===== src/rtl/bsed_pkg.sv =====
// shared types and constants of the backslash escape decoder
package bsed_pkg;

	// most results one input item can cause
	localparam int unsigned RES_MAX = 4;
	localparam int unsigned RES_IDX_W = $clog2(RES_MAX);
	localparam int unsigned RES_CNT_W = $clog2(RES_MAX + 1);

	typedef logic [RES_MAX-1:0][7:0] res_bytes_t;

	// all results of one item, handed from the front to the back
	typedef struct packed {
		res_bytes_t           bytes;     // result bytes, entry 0 first
		logic [RES_IDX_W-1:0] last_idx;  // index of the last result
		logic                 no_byte;   // single result without a byte
		logic                 done;      // last result ends the line's output
		logic                 stopped;   // last result ends output by stop escape
	} bundle_t;

	// front to queue
	typedef struct packed {
		logic    push;
		bundle_t data;
	} push_t;

	// queue head as seen by the back
	typedef struct packed {
		logic    valid;
		bundle_t data;
	} head_t;

endpackage


===== src/rtl/bsed_queue.sv =====
// short queue of result bundles between front and back
module bsed_queue #(
	parameter int unsigned DEPTH = 4
) (
	input  logic            clk,
	input  logic            arst_n,
	input  bsed_pkg::push_t push,
	output logic            ready,
	output bsed_pkg::head_t head,
	input  logic            pop
);
	import bsed_pkg::*;

	localparam int unsigned PTR_W = (DEPTH > 1) ? $clog2(DEPTH) : 1;
	localparam int unsigned CNT_W = $clog2(DEPTH + 1);

	bundle_t            entry_q [DEPTH];
	logic [PTR_W-1:0]   wr_ptr_q, rd_ptr_q;
	logic [CNT_W-1:0]   count_q;
	logic               do_pop;

	assign ready      = count_q != CNT_W'(DEPTH);
	assign head.valid = count_q != '0;
	assign head.data  = entry_q[rd_ptr_q];
	assign do_pop     = pop && head.valid;

	function automatic logic [PTR_W-1:0] ptr_next(input logic [PTR_W-1:0] p);
		return (p == PTR_W'(DEPTH - 1)) ? '0 : p + PTR_W'(1);
	endfunction

	always_ff @(posedge clk) begin
		if (push.push)
			entry_q[wr_ptr_q] <= push.data;
	end

	always_ff @(posedge clk or negedge arst_n) begin
		if (!arst_n) begin
			wr_ptr_q <= '0;
			rd_ptr_q <= '0;
			count_q  <= '0;
		end else begin
			if (push.push)
				wr_ptr_q <= ptr_next(wr_ptr_q);
			if (do_pop)
				rd_ptr_q <= ptr_next(rd_ptr_q);
			if (push.push && !do_pop)
				count_q <= count_q + CNT_W'(1);
			else if (!push.push && do_pop)
				count_q <= count_q - CNT_W'(1);
		end
	end

endmodule


===== config.mk =====
export PLATFORM = sky130hd
export DESIGN_NAME = bsed_queue
export DESIGN_NICKNAME = d
export VERILOG_FILES = /design/src/rtl/bsed_pkg.sv /design/src/rtl/bsed_queue.sv
export SDC_FILE = /design/constraint.sdc
export NUM_CORES = 1
export LEC_CHECK = 0
export ABC_AREA = 1
export BUFFER_PORTS_ARGS = -buffer_cell sky130_fd_sc_hd__buf_4
export CAP_MARGIN = 10
export CORE_MARGIN = 4
export CORE_UTILIZATION = 55
export DETAILED_ROUTE_END_ITERATION = 10
export HOLD_SLACK_MARGIN = 0.02
export PLACE_DENSITY_LB_ADDON = 0.12
export REMOVE_ABC_BUFFERS = 1
export SYNTH_ARGS = -nofsm -noshare
export SYNTH_HDL_FRONTEND = slang
export SYNTH_SLANG_ARGS = --single-unit

===== constraint.sdc =====
create_clock -name clk -period 5.7 [get_ports clk]
set_input_delay 0 -clock clk [delete_from_list [all_inputs] [get_ports clk]]
set_output_delay 0 -clock clk [all_outputs]
set_load 0.005 [all_outputs]

==> implementation parameters <==
Parameter                              Value

Worst setup path
  Nature of the critical path endpoint    primary output
  Worst reg2reg path startpoint    count_q[0]
  Longest individual stage delay on the worst path    0.85 ns
  Critical Path Slowest Stage Cell    dfrtp_4
  Worst-path fanout max    84
  Ordered cell list for the critical path    buf_4 -> nand2_1 -> o211ai_1 -> nand2_1 -> buf_4
  Crit. Startpoint    rd_ptr_q[0]
  Startpoint class of the critical path    flip-flop
  Data arrival, critical path    2.58 ns
  Critical path class    reg2out
  Req. time, crit path    5.70 ns

Finish
  Leading cell type in the layout, fill and taps excluded    edfxtp_1
  Share of final-layout standard cells stronger than drive strength 1    19.7%
  Highest-count cells in the layout ignoring fill and taps    edfxtp_1 (148), nand2_1 (127), inv_1 (82)
  Final nets    650
  Total area of sequential cells    4620 um2
  Area overhead of the layout relative to synthesis    24.9%
  FILL cells    816
  Area occupied by multi-input gates    1220 um2

Power and ir drop
  Internal cell power    2.65 mW
  Total power    3.85 mW
  Switching part of the total power    31.0%
  Worst vdd ir    0.324 mV
  Share of power burned in the clock network    28.9%
  Share of total power in sequential cells    42.6%
  Share of power burned in combinational logic    28.5%
  Leakage power    3.22 nW
  Net switching power    1.19 mW
  Total power density per cell area    483 nW/um2

Floorplanning
  Horizontal die dimension    116 um
  Overall die area    13400 um2
  Vert. Die Dim    116 um
  Initial standard-cell utilization of the core    56.0%
  Placeable core area    11400 um2
  Number of placement rows    39
  IO Pins    80

STA
  WHS    0.333 ns
  Worst slew margin relative to its limit    36.3%
  Final clock skew    0.00960 ns
  Unrepaired setup endpoints after global routing    false
  Highest clock frequency the design can meet    388 MHz
  Post-route minimum period    2.58 ns
  Final period utilization    45.2%
  Slew at the pin with the worst max-slew slack    0.954 ns
  Number of max-slew violations in the final report    0
  Total count of hold-check failures in the final report    0
  Total setup violations reported at the end of the flow    0
  Total negative slack for setup checks    0 ns

Place
  # port buffers    79
  Post-DP HPWL    6.56 mm
  Weighted congestion reported at the end of routability-driven placement    0.703

Clocking
  Clock net sink count    155
  Worst-path clk slew    0.06 ns
  Number of cells upsized or downsized after cts    0
  Number of buffers inserted for hold repair after clock tree synthesis    41
  CTS Root Cell    clkbuf_16
  Post-CTS setup-driven buffer insertion count    0
  Count of H-tree levels built during CTS    4
  Max clock buf depth    2
  Number of buffers added by the clock tree synthesis step    17
  Worst-Skew Late Latency    0.41 ns
  CTS tree    yes

Global route
  Global-route wire length before repair    19.4 mm
  GRT Overall Usage    19.3%
  Antenna violations before repair    1
  Maximum number of pins on one net before global-route repair    85
  Vias in the first global route    3827
  Final global-route overflow total    0

Synth
  Unique masters post-synth    18
  Mean instance size in the synthesized netlist    13.1 um2
  Post-synthesis sequential area ratio    72.5%
  Number of warnings issued by yosys    0
  Post-Syn Instances    486
  Mapped Area    6370 um2
  Top cell type's share of synthesized area    69.8%
  Cell accounting for the most synthesized area    edfxtp_1
  Top post-synthesis cells by area    edfxtp_1 (70%), o211ai_1 (7.9%), nand2_1 (7.5%), inv_1 (5.1%), dfrtp_1 (2.8%)
  Count of state elements after synthesis    155

Drt
  Final WL    12.1 mm
  Via density    5.11
  Number of DRC markers in iteration 0    242
  DRT Pass-1 Iters    4
  Remaining antenna violation count    0
  Vias after detailed routing    3877
  Drt wl/cell    15.9 um
  Count of unresolved DRC violations after routing    0

Min path
  Hold Path Origin    push[27]
  Hold/Removal Path Class    in2reg

Outcome
  Run status    finished, final reports clean

Run
  Max-cap viol count    0
## final timing paths
kind                       cells after the start        endpoint  slack [ns]
max in group asynchronous                      3     rd_ptr_q[0]        4.88
hold / removal                                 2  entry_q[3][27]        0.33
setup / recovery                               5         head[8]        3.12
min in group asynchronous                      3     wr_ptr_q[1]        0.54
setup reg to reg                              10      count_q[2]        3.75
hold reg to reg                                2      count_q[2]        0.52
## metrics by stage
step,utilization (%),cell area [um2],worst slack (ns),std cells
global route,70.0,7960,2.88,759
detailed placement,61.2,6960,3.56,685
floorplan,-,6170,2.29,462
CTS,69.9,7950,3.12,758
global placement,61.2,6960,3.59,685
finish,70.0,7960,3.12,759
## cell usage after synthesis (all sizes together)
cell type and number:
clkbuf 1, fa 1, xnor2 1, nand2 127, nand3 5, ha 6, dfrtp 7, nor2 2
edfxtp 148, inv 87, o21ai 3, o211ai 74, nand4 1, buf 23
## area by class of cell
cell class / instances / area share (%)
clock inverters: 11 / 1.84
flip-flops and latches: 155 / 58.1
multi-input cells: 220 / 15.4
inverters: 87 / 4.11
diodes: 1 / 0.0315
well taps: 143 / 2.25
clock buffers: 21 / 5.54
repair buffers: 121 / 12.7
## registers in the layout, indices dropped and copies added (netlist names)
| name | flops |
|---|---|
| rd_ptr_q | 2 |
| wr_ptr_q | 2 |
| count_q | 3 |
| entry_q | 148 |
## critical path: cells and delay by family (launching register included)
family / cells / cell delay (ns)
buffers and inverters: 2 / 0.91
flip-flops: 1 / 0.85
AND/OR/NAND/NOR: 2 / 0.22
AO/OA/AOI/OAI: 1 / 0.16
## metal layers
layer | vias up | part of all wire, % | global-route usage [%] | routed length, um
li1 | 1907 | - | - | -
met1 | 1832 | 43 | 25.5 | 5170
met2 | 121 | 50 | 31.4 | 5980
met3 | 17 | 6.0 | 4.60 | 727
met4 | 0 | 1.6 | 7.59 | 197
met5 | - | 0 | 0 | 0
## logic make-up after synthesis
family                     share of synthesized area [%]
DFF                                                 72.5
and+or+nand+nor                                     8.10
adders and majority gates                           1.49
AOI/OAI and AO/OA                                   9.51
xor gates and xnor gates                           0.138
buffers and inverters                               8.21
## power by group through the flow
stage	clock (mW)	combinational, mW	sequential [mW]
finish	1.11	1.10	1.64
global route	1.18	1.24	1.67
CTS	1.13	1.11	1.64
detailed placement	0	1.09	1.66
global placement	0	1.07	1.65
floorplan	0	0.558	1.66
Power figures use the tool's default switching activity.
