**config.mk**
```make
export PLATFORM = sky130hd
export DESIGN_NAME = bsed_back_flat
export DESIGN_NICKNAME = d
export VERILOG_FILES = /design/src/rtl/bsed_pkg.sv /design/src/rtl/bsed_out_if.sv /design/src/rtl/bsed_back.sv /design/src/flat_wrapper.sv
export SDC_FILE = /design/constraint.sdc
export NUM_CORES = 1
export LEC_CHECK = 0
export ABC_CLOCK_PERIOD_IN_PS = 1700
export BUFFER_PORTS_ARGS = -buffer_cell sky130_fd_sc_hd__clkbuf_2
export CAP_MARGIN = 5
export CORE_ASPECT_RATIO = 1.4
export CORE_UTILIZATION = 30
export CTS_CLUSTER_DIAMETER = 100
export CTS_CLUSTER_SIZE = 16
export DETAILED_ROUTE_END_ITERATION = 16
export PLACE_DENSITY = 0.65
export SYNTH_ARGS = -nofsm -noshare
export SYNTH_HDL_FRONTEND = slang
export SYNTH_SLANG_ARGS = --single-unit
```
**constraint.sdc**
```tcl
create_clock -name clk -period 1.7 [get_ports clk]
set_input_delay 0.255 -clock clk [delete_from_list [all_inputs] [get_ports clk]]
set_output_delay 0.255 -clock clk [all_outputs]
set_load 0.01 [all_outputs]
```
**src/rtl/bsed_pkg.sv**
```systemverilog
// shared types and constants of the backslash escape decoder
package bsed_pkg;

	// most results one input item can cause
	localparam int unsigned RES_MAX = 4;
	localparam int unsigned RES_IDX_W = $clog2(RES_MAX);
	localparam int unsigned RES_CNT_W = $clog2(RES_MAX + 1);

	typedef logic [RES_MAX-1:0][7:0] res_bytes_t;

	// all results of one item, handed from the front to the back
	typedef struct packed {
		res_bytes_t           bytes;     // result bytes, entry 0 first
		logic [RES_IDX_W-1:0] last_idx;  // index of the last result
		logic                 no_byte;   // single result without a byte
		logic                 done;      // last result ends the line's output
		logic                 stopped;   // last result ends output by stop escape
	} bundle_t;

	// front to queue
	typedef struct packed {
		logic    push;
		bundle_t data;
	} push_t;

	// queue head as seen by the back
	typedef struct packed {
		logic    valid;
		bundle_t data;
	} head_t;

endpackage

```
**src/rtl/bsed_out_if.sv**
```systemverilog
// output channel: one decoded result
interface bsed_out_if;
	logic       valid;
	logic       ready;
	logic [7:0] out_byte;
	logic       byte_valid;
	logic       run_last;
	logic       output_done;
	logic       stopped;

	modport source (
		output valid, out_byte, byte_valid, run_last, output_done, stopped,
		input  ready
	);
	modport sink (
		input  valid, out_byte, byte_valid, run_last, output_done, stopped,
		output ready
	);
endinterface

```
**src/rtl/bsed_back.sv**
```systemverilog
// back: sends bundle results one per cycle unless the output stalls, via an output register
module bsed_back (
	input  logic            clk,
	input  logic            arst_n,
	input  bsed_pkg::head_t head,
	output logic            pop,
	bsed_out_if.source      out_item
);
	import bsed_pkg::*;

	logic [RES_IDX_W-1:0] idx_q;
	logic                 load;
	logic                 is_last;
	logic                 out_valid_q;
	logic [7:0]           out_byte_q;
	logic                 byte_valid_q, run_last_q, done_q, stopped_q;

	assign load    = !out_valid_q || out_item.ready;
	assign is_last = idx_q == head.data.last_idx;
	assign pop     = load && head.valid && is_last;

	assign out_item.valid       = out_valid_q;
	assign out_item.out_byte    = out_byte_q;
	assign out_item.byte_valid  = byte_valid_q;
	assign out_item.run_last    = run_last_q;
	assign out_item.output_done = done_q;
	assign out_item.stopped     = stopped_q;

	always_ff @(posedge clk or negedge arst_n) begin
		if (!arst_n) begin
			out_valid_q <= 1'b0;
			idx_q       <= '0;
		end else if (load) begin
			out_valid_q <= head.valid;
			if (head.valid)
				idx_q <= is_last ? '0 : idx_q + RES_IDX_W'(1);
		end
	end

	always_ff @(posedge clk) begin
		if (load) begin
			out_byte_q   <= head.data.no_byte ? 8'd0 : head.data.bytes[idx_q];
			byte_valid_q <= !head.data.no_byte;
			run_last_q   <= is_last;
			done_q       <= is_last && head.data.done;
			stopped_q    <= is_last && head.data.stopped;
		end
	end

endmodule

```
**src/flat_wrapper.sv**
```systemverilog
// flat-port wrapper written by rule: the top's interface ports become plain ports
module bsed_back_flat import bsed_pkg::*;
  (clk, arst_n, head, pop, out_item_valid, out_item_out_byte, out_item_byte_valid, out_item_run_last, out_item_output_done, out_item_stopped, out_item_ready);
  bsed_out_if out_item_i ();
  input  logic clk;
  input  logic arst_n;
  input  bsed_pkg::head_t head;
  output logic pop;
  output wire logic [$bits(out_item_i.valid)-1:0] out_item_valid;
  output wire logic [$bits(out_item_i.out_byte)-1:0] out_item_out_byte;
  output wire logic [$bits(out_item_i.byte_valid)-1:0] out_item_byte_valid;
  output wire logic [$bits(out_item_i.run_last)-1:0] out_item_run_last;
  output wire logic [$bits(out_item_i.output_done)-1:0] out_item_output_done;
  output wire logic [$bits(out_item_i.stopped)-1:0] out_item_stopped;
  input wire logic [$bits(out_item_i.ready)-1:0] out_item_ready;
  assign out_item_valid = out_item_i.valid;
  assign out_item_out_byte = out_item_i.out_byte;
  assign out_item_byte_valid = out_item_i.byte_valid;
  assign out_item_run_last = out_item_i.run_last;
  assign out_item_output_done = out_item_i.output_done;
  assign out_item_stopped = out_item_i.stopped;
  assign out_item_i.ready = out_item_ready;
  bsed_back u_core (.clk(clk), .arst_n(arst_n), .head(head), .pop(pop), .out_item(out_item_i));
endmodule
```
==> impl_metrics.env, run 1 <==
export IMPL_outcome="completed"
export IMPL_port_buffers=54
export IMPL_fmax_ghz=0.632
export IMPL_power_switching_uw=434
export IMPL_yosysSeqAreaShare=0.539
export IMPL_grt_pass1_vias=632
export IMPL_p_per_area_nw_per_um2=1230
export IMPL_place_congestion=0.663
export IMPL_start_util=0.327
export IMPL_grt_overflow=0
export IMPL_clk_latency_ns=0.26
export IMPL_fin_tns_setup_ns=0
export IMPL_dieArea_um2=2910
export IMPL_finalClockSkew_ns=0.00119
export IMPL_pwr_share_seq=0.375
export IMPL_finalCritPeriodShare=0.931
export IMPL_worstPathArrival_ns=1.61
export IMPL_maxCapViolations=0
export IMPL_drc=0
export IMPL_num_antenna_cells=0
export IMPL_timing_final_ws_setup_ns=0.118
export IMPL_rsz0062_at_grt="false"
export IMPL_rows=21
export IMPL_finalSetupViolations=0
export IMPL_multi_input_area_um2=357
export IMPL_ant_nets=0
export IMPL_p_leak_nw=0.587
export IMPL_swShare=0.291
export IMPL_placed_area_um2=1130
export IMPL_cp_cell_sequence="buf_6, buf_4, mux4_1, and2_1"
export IMPL_grt_first_pass_wirelength_um=2550
export IMPL_ys_warnings_count=0
export IMPL_slew_headroom=0.825
export IMPL_synth_distinct_cells=17
export IMPL_h_tree_depth=1
export IMPL_postSynthCellCount=50
export IMPL_cts_buffers=3
export IMPL_cpPeakStageDelay_ns=0.53
export IMPL_power_mw=1.49
export IMPL_routedWlPerCell_um=12.3
export IMPL_maxSlewViolCount=0
export IMPL_critPathLaunchType="flip-flop"
export IMPL_cp_max_fo=7
export IMPL_preCtsSetupSlack_ns=0.203
export IMPL_clkPwrFrac=0.124
export IMPL_drive_above_1_share=0.626
export IMPL_final_util=0.491
export IMPL_routed_wl_um=1840
export IMPL_hold_violations=0
export IMPL_cts_sinks=15
export IMPL_syn_to_final_growth_pct=50.0
export IMPL_antenna_found_initial=0
export IMPL_syn_area_um2=808
export IMPL_core_um2=2470
export IMPL_grt_max_degree=13
export IMPL_regArea_um2=435
export IMPL_firstDrtPassIters=4
export IMPL_internal_power_mw=1.06
export IMPL_hold_path_class="in2reg"
export IMPL_chipHeight_um=63.4
export IMPL_endpoint_kind="flip-flop"
export IMPL_die_x_um=45.9
export IMPL_io_pins=55
export IMPL_vdd_drop_max_uv=407
export IMPL_fin_nets=157
export IMPL_via_count=702
export IMPL_root_buffer="clkbuf_4"
export IMPL_worstMarginPinSlew_ns=0.263
export IMPL_period_minus_slack_ns=1.58
export IMPL_worstPathRequired_ns=1.73
export IMPL_drt_iter0_markers=3
export IMPL_design_area_um2=1210
export IMPL_n_fill_cell=264
export IMPL_crit_type="reg2reg"
export IMPL_grt_use_total=0.122
export IMPL_cts_tree="done"
export IMPL_synth_nets=91
export IMPL_combinationalPowerShare=0.501
export IMPL_viasPerCell=4.71
export IMPL_slowest_stage="mux4_1"
export IMPL_synth_seq_cells=15
export IMPL_syn_avg_cell_area_um2=16.2
export IMPL_clockBufferDepth=2
export IMPL_path_clk_slew_ns=0.08
[critical path: cells and delay by family, from the launching register on]
family	cells	cell delay, ns
flops	1	0.37
simple gates	1	0.17
buf+inv	2	0.28
mux	1	0.53
[power groups by stage]
stage	Sequential (mW)	Combinational, mW	Clock, mW
detailed placement	0.569	0.661	0
CTS	0.563	0.692	0.194
global route	0.570	0.815	0.212
global placement	0.561	0.644	0
floorplan	0.616	0.410	0
finish	0.560	0.748	0.186
[metal layers]
metal / part of all wire / track usage
met2: 0.58 / 0.222
met3: 0.069 / 0.0143
met5: 0 / 0
met1: 0.33 / 0.120
met4: 0.023 / 0.0772
[synth_stat cells, drive strengths merged]
library cell,number,area [µm²]
a41oi,2,17.5
nor2,1,3.75
nand2b,3,18.8
a21boi,1,7.51
a21o,1,8.76
xor2,2,17.5
buf,2,16.3
inv,2,7.51
mux4,8,191
and2,10,62.6
o211ai,1,7.51
dfrtp,3,75.1
and3,1,6.26
edfxtp,12,360
o21bai,1,7.51
[logic make-up (layout without fill, tap and decap cells)]
logic type / after synthesis / in the layout / synth area share
AO/OA/AOI/OAI: 6 / 6 / 0.0604
XOR/XNOR: 2 / 2 / 0.0217
buffers and inverters: 4 / 69 / 0.0294
flip-flops: 15 / 15 / 0.539
multiplexers: 8 / 8 / 0.237
AND/OR/NAND/NOR: 15 / 15 / 0.113
[final cells by class]
cell class                 instances  share of cell area
inverter                           2             0.00619
sequential                        15               0.359
tap                               34              0.0351
timing repair buffer              63               0.284
multi-input combinational         31               0.294
clock buffer                       4              0.0217
[repair_timing]
action | CTS | global route
pin swaps | 1 | 3
setup buffers | 1 | 3
hold buffers | 1 | 0
resized for setup | 1 | 2
hold endpoints to repair | 3 | 0
endpoints found under the setup margin | 1 | 1
[cells in the final DEF (no fill, tap or decap), types with 2 or more instances in the layout]
cell      netlist  routed
buf_4           0       7
mux4_2          5       5
clkbuf_2        0      53
a41oi_1         2       2
nand2b_1        3       3
and2_1         10      10
edfxtp_1       12      12
inv_1           2       2
clkbuf_4        0       3
mux4_1          3       3
dfrtp_1         3       3
[per-stage QoR]
stage	cells	hold slack [ns]
after floorplan	50	-0.0406
after global placement	140	0.0551
after detailed placement	140	0.0582
after CTS	146	0.253
after global routing	149	0.255
final	149	0.264
[final timing paths]
path	depth (start not counted)	slack, ns	to	startpoint
max reg2reg	4	0.12	u_core.out_item.out_byte[1]	u_core.idx_q[0]
min in group asynchronous	2	0.32	u_core.idx_q[1]	arst_n
min reg2reg	2	0.59	u_core.idx_q[0]	u_core.idx_q[0]
max in group asynchronous	2	1.27	u_core.idx_q[0]	arst_n
max	4	0.12	u_core.out_item.out_byte[1]	u_core.idx_q[0]
min	2	0.26	u_core.out_item.valid	head[37]
[registers in the layout, indices dropped and copies added (netlist names)]
| name | flops |
|---|---|
| u_core.out_item.out_byte | 8 |
| u_core.idx_q | 2 |
| u_core.out_item.byte_valid | 1 |
| u_core.out_item.output_done | 1 |
| u_core.out_item.run_last | 1 |
| u_core.out_item.stopped | 1 |
| u_core.out_item.valid | 1 |
(Power assumes the default switching activity.)
==> run 2: changes to the inputs <==
--- a/config.mk
+++ b/config.mk
@@ -8,5 +8,5 @@
 export ABC_CLOCK_PERIOD_IN_PS = 1700
 export BUFFER_PORTS_ARGS = -buffer_cell sky130_fd_sc_hd__clkbuf_2
-export CAP_MARGIN = 5
+export CAP_MARGIN = 40
 export CORE_ASPECT_RATIO = 1.4
 export CORE_UTILIZATION = 30
==> constraint.sdc (replaced) <==
create_clock -name clk -period 1.7 [get_ports clk]
set_input_delay 0.255 -clock clk [delete_from_list [all_inputs] [get_ports clk]]
set_output_delay 0.255 -clock clk [all_outputs]
set_load 0.02 [all_outputs]
==> run 2 against run 1 <==
Against the previous run: die area stayed put; final area is 0.62% lower; setup slack worse by 0.0027 ns; clock power is 4% higher; critical path type unchanged; largest cell class unchanged.
==> impl_metrics.env, run 2 (synthesis results as in run 1) <==
export IMPL_outcome="completed"
export IMPL_pwr_share_seq=0.371
export IMPL_routedWlPerCell_um=12.6
export IMPL_place_hpwl_um=1480
export IMPL_hold_depth=2
export IMPL_finalSetupViolations=0
export IMPL_fin_tns_setup_ns=0
export IMPL_timing_rr_start="u_core.idx_q[0]"
export IMPL_worstPathArrival_ns=1.61
export IMPL_firstDrtPassIters=6
export IMPL_rr_endpoint="u_core.out_item.out_byte[1]"
export IMPL_hold_violations=0
export IMPL_drc=0
export IMPL_drive_above_1_share=0.628
export IMPL_antenna_found_initial=0
export IMPL_port_buffers=54
export IMPL_grt_max_degree=13
export IMPL_clk_latency_ns=0.27
export IMPL_endpoint_kind="flip-flop"
export IMPL_cpPeakStageDelay_ns=0.54
export IMPL_cts_buffers=3
export IMPL_layout_commonest_cell="clkbuf_2"
export IMPL_critPathLaunchType="flip-flop"
export IMPL_finalClockSkew_ns=0.00477
export IMPL_grt_overflow=0
export IMPL_slew_headroom=0.823
export IMPL_ant_nets=0
export IMPL_dieArea_um2=2910
export IMPL_hold_path_class="in2reg"
export IMPL_cts_tree="done"
export IMPL_chipHeight_um=63.4
export IMPL_rsz0062_at_grt="false"
export IMPL_io_pins=55
export IMPL_routed_wl_um=1850
export IMPL_grt_use_total=0.140
export IMPL_holdPathEnd="u_core.out_item.valid"
export IMPL_clkPwrFrac=0.125
export IMPL_viasPerCell=4.68
export IMPL_dpl_cell_count=139
export IMPL_cp_max_fo=6
export IMPL_die_x_um=45.9
export IMPL_swShare=0.328
export IMPL_maxSlewViolCount=0
export IMPL_power_switching_uw=504
export IMPL_maxCapViolations=0
export IMPL_finalCritPeriodShare=0.932
export IMPL_placed_area_um2=1140
export IMPL_final_util=0.488
export IMPL_slowest_stage="mux4_1"
export IMPL_h_tree_depth=1
export IMPL_rows=21
export IMPL_place_congestion=0.648
export IMPL_internal_power_mw=1.03
export IMPL_root_buffer="clkbuf_4"
export IMPL_stdcell_count=147
export IMPL_most_common_layout_cells="53 x clkbuf_2, 12 x edfxtp_1, 10 x and2_1"
export IMPL_worstMarginPinSlew_ns=0.265
export IMPL_p_per_area_nw_per_um2=1280
export IMPL_r2r_slack_ns=0.11
export IMPL_clockBufferDepth=2
export IMPL_p_leak_nw=0.577
export IMPL_vdd_drop_max_uv=480
export IMPL_crit_type="reg2reg"
export IMPL_start_util=0.327
export IMPL_reg2regPathDepth=3
export IMPL_combinationalPowerShare=0.504
export IMPL_fmax_ghz=0.631
export IMPL_cp_cell_sequence="buf_4, mux4_1, and2_1"
export IMPL_core_um2=2470
export IMPL_worstPathRequired_ns=1.73
export IMPL_fin_nets=155
export IMPL_largest_reg_flops=8
export IMPL_design_area_um2=1200
export IMPL_n_fill_cell=257
export IMPL_via_count=688
export IMPL_syn_to_final_growth_pct=49.1
export IMPL_num_antenna_cells=0
export IMPL_period_minus_slack_ns=1.59
export IMPL_drt_iter0_markers=14
export IMPL_cts_sinks=15
export IMPL_hold_start="head[37]"
export IMPL_grt_pass1_vias=707
export IMPL_grt_first_pass_wirelength_um=2840
export IMPL_path_clk_slew_ns=0.08
==> run 2: cell types whose count changed in the layout (fill, tap and decap cells not counted) <==
cell / before / now
nor2_2: 0 / 1
nor2_1: 1 / 0
buf_2: 1 / 0
buf_4: 7 / 6
clkbuf_8: 0 / 1
buf_6: 1 / 0
==> run 2: worst max-delay path by stage <==
stage | start | slack [ns] | to
after floorplan | u_core.out_item.valid | 0.22 | pop
after global placement | u_core.idx_q[0] | 0.25 | pop
after detailed placement | u_core.idx_q[0] | 0.20 | u_core.out_item.out_byte[1]
after CTS | u_core.idx_q[0] | 0.02 | pop
after global routing | u_core.idx_q[0] | 0.04 | pop
final | u_core.idx_q[0] | 0.11 | u_core.out_item.out_byte[1]
==> run 2: timing repair <==
action / in CTS / in global routing
gates cloned: 0 / 0
gates resized for setup: 4 / 0
hold buffers: 1 / 0
buffers inserted: 4 / 0
pin swaps: 1 / 2
endpoints found under the setup margin: 1 / 1
hold endpoints to repair: 3 / 0
==> run 2: power groups by stage <==
stage	sequential [mW]	combinational [mW]	clock, mW
6_report	0.570	0.776	0.193
3_3_place_gp	0.565	0.717	0
2_1_floorplan	0.674	0.414	0
4_1_cts	0.564	0.838	0.204
5_1_grt	0.582	0.842	0.221
3_5_place_dp	0.572	0.739	0
==> run 2: area by class of cell <==
type	instances	area (µm²)	share of cell area
repair buffers	61	334	0.277
clock buffers	4	26.3	0.0218
multi-input cells	31	359	0.298
well taps	34	42.5	0.0353
flip-flops and latches	15	435	0.361
inverters	2	7.51	0.00623
==> run 2: through the flow <==
stage / hold slack [ns] / power [mW] / setup WS (ns)
global route: 0.248 / 1.64 / 0.0419
global placement: 0.0549 / 1.28 / 0.248
finish: 0.247 / 1.54 / 0.115
floorplan: -0.0406 / 1.09 / 0.216
detailed placement: 0.0577 / 1.31 / 0.203
CTS: 0.240 / 1.61 / 0.0168
==> run 2: metal layers <==
layer	track usage	wire length, µm	up-vias
met5	0	0	-
met4	0.0956	42	0
met3	0.0115	106	4
met2	0.259	1060	36
met1	0.131	642	323
li1	-	-	325
==> run 2: worst max-delay path: cells and delay by family, from the launching register on <==
kind	cells	cell delay [ns]
simple gates	1	0.18
buf+inv	1	0.20
mux	1	0.54
flops	1	0.43
==> run 3: changes to the inputs <==
==> constraint.sdc (replaced) <==
create_clock -name clk -period 1.7 [get_ports clk]
set_input_delay 0.34 -clock clk [delete_from_list [all_inputs] [get_ports clk]]
set_output_delay 0.34 -clock clk [all_outputs]
set_load 0.02 [all_outputs]
==> run 3 against run 2 <==
Against the previous run: final area unchanged; clock skew decreased by 0.0012 ns; register-to-register slack is essentially flat; count of clock-buffer cells in the layout unchanged; clock power down 2%; final cell count grew 0.68%; sequential power decreased by 2%; fmax shrank 0.76%; combinational power grew 0.8%; utilization unchanged; setup slack got worse by 0.012 ns; critical path type is now reg2out; critical endpoint is now pop.
==> impl_metrics.env, run 3 (synthesis results as in run 1) <==
export IMPL_outcome="completed"
export IMPL_dpl_cell_count=140
export IMPL_drive_above_1_share=0.623
export IMPL_internal_power_mw=1.05
export IMPL_grt_first_pass_wirelength_um=2530
export IMPL_combinationalPowerShare=0.512
export IMPL_largest_reg_flops=8
export IMPL_p_leak_nw=0.581
export IMPL_finalClockSkew_ns=0.00360
export IMPL_cts_sinks=15
export IMPL_timing_final_ws_setup_ns=0.103
export IMPL_finalCritPeriodShare=0.940
export IMPL_fmax_ghz=0.626
export IMPL_worstMarginPinSlew_ns=0.237
export IMPL_root_buffer="clkbuf_4"
export IMPL_rows=21
export IMPL_finalSetupViolations=0
export IMPL_clockBufferDepth=2
export IMPL_clkPwrFrac=0.124
export IMPL_worstPathRequired_ns=1.36
export IMPL_maxSlewViolCount=0
export IMPL_num_antenna_cells=0
export IMPL_clk_latency_ns=0.27
export IMPL_period_minus_slack_ns=1.60
export IMPL_multi_input_area_um2=352
export IMPL_drc=0
export IMPL_slew_headroom=0.842
export IMPL_power_switching_uw=482
export IMPL_cts_tree="done"
export IMPL_swShare=0.316
export IMPL_pwr_share_seq=0.364
export IMPL_cts_buffers=3
export IMPL_routed_wl_um=1740
export IMPL_viasPerCell=4.61
export IMPL_start_util=0.327
export IMPL_firstDrtPassIters=4
export IMPL_antenna_found_initial=0
export IMPL_layout_commonest_cell="clkbuf_2"
export IMPL_crit_type="reg2out"
export IMPL_vdd_drop_max_uv=488
export IMPL_hold_path_class="in2reg"
export IMPL_grt_pass1_vias=628
export IMPL_n_fill_cell=260
export IMPL_final_util=0.488
export IMPL_path_clk_slew_ns=0.08
export IMPL_syn_to_final_growth_pct=49.1
export IMPL_io_pins=55
export IMPL_regArea_um2=435
export IMPL_ant_nets=0
export IMPL_port_buffers=54
export IMPL_core_um2=2470
export IMPL_stdcell_count=148
export IMPL_place_congestion=0.667
export IMPL_chipHeight_um=63.4
export IMPL_worstPathArrival_ns=1.26
export IMPL_rsz0062_at_grt="false"
export IMPL_hold_violations=0
export IMPL_grt_overflow=0
export IMPL_endpoint_kind="output pin"
export IMPL_r2r_slack_ns=0.10
export IMPL_preCtsSetupSlack_ns=0.179
export IMPL_cp_max_fo=2
export IMPL_most_common_layout_cells="53 x clkbuf_2, 12 x edfxtp_1, 10 x and2_1"
export IMPL_maxCapViolations=0
export IMPL_grt_use_total=0.123
export IMPL_p_per_area_nw_per_um2=1270
export IMPL_dieArea_um2=2910
export IMPL_critPathLaunchType="flip-flop"
export IMPL_via_count=682
export IMPL_h_tree_depth=1
export IMPL_routedWlPerCell_um=11.7
export IMPL_drt_iter0_markers=14
export IMPL_die_x_um=45.9
export IMPL_fin_nets=156
export IMPL_grt_max_degree=13
==> run 3: changes by cell type in the layout (fill, tap and decap cells not counted) <==
cell	change
xor2_2	-1
buf_4	+1
xor2_1	+1
==> run 3: path summary, 6_finish.rpt <==
| kind | start | cells after the start | end |
|---|---|---|---|
| min reg2reg | u_core.out_item.valid | 2 | u_core.out_item.valid |
| max in group asynchronous | arst_n | 2 | u_core.idx_q[0] |
| max | u_core.idx_q[1] | 4 | pop |
| max reg2reg | u_core.idx_q[0] | 4 | u_core.out_item.out_byte[2] |
| min | head[37] | 2 | u_core.out_item.valid |
| min in group asynchronous | arst_n | 2 | u_core.out_item.valid |
==> run 3: final cells by class <==
cell class,instances,area share
flip-flops and latches,15,0.361
multi-input cells,31,0.292
clock buffers,4,0.0218
inverters,2,0.00623
repair buffers,62,0.283
well taps,34,0.0353
==> run 3: stage by stage <==
step | total power, mW | setup TNS, ns | hold WS [ns] | cell area, µm²
after floorplan | 1.09 | 0 | 0.0444 | 808
after global placement | 1.26 | 0 | 0.140 | 1130
after detailed placement | 1.28 | 0 | 0.144 | 1130
after CTS | 1.50 | -0.00630 | 0.336 | 1190
after global routing | 1.63 | 0 | 0.336 | 1200
final | 1.53 | 0 | 0.342 | 1200
==> run 3: what timing repair did <==
action                                  in CTS  in global routing
hold buffers                                 1                  0
buffers inserted                             1                  2
gates cloned                                 0                  0
pin swaps                                    4                  1
endpoints found under the setup margin       1                  1
endpoints found under the hold margin        3                  0
gates resized for setup                      2                  1
==> run 3: per-layer routing <==
metal  vias to the layer above  global-route usage  share of wire  routed length (µm)
met2                        34               0.208           0.57                 993
met1                       321               0.133           0.37                 635
li1                        327                   -              -                   -
met4                         0              0.0882              0                   0
met3                         0              0.0115          0.062                 108
met5                         -                   0              0                   0
==> run 3: worst max-delay path, cell delays in order, from the launching register on <==
cell and delay [ns]:
dfrtp_1 0.39, xor2_1 0.16, nor2_2 0.13, and3_1 0.16
clkbuf_8 0.14
==> run 3: power by group through the flow <==
| stage | sequential, mW | clock (mW) | combinational (mW) |
|---|---|---|---|
| after global placement | 0.565 | 0 | 0.700 |
| after detailed placement | 0.570 | 0 | 0.713 |
| after global routing | 0.567 | 0.215 | 0.848 |
| after CTS | 0.558 | 0.197 | 0.747 |
| after floorplan | 0.674 | 0 | 0.414 |
| final | 0.556 | 0.189 | 0.782 |
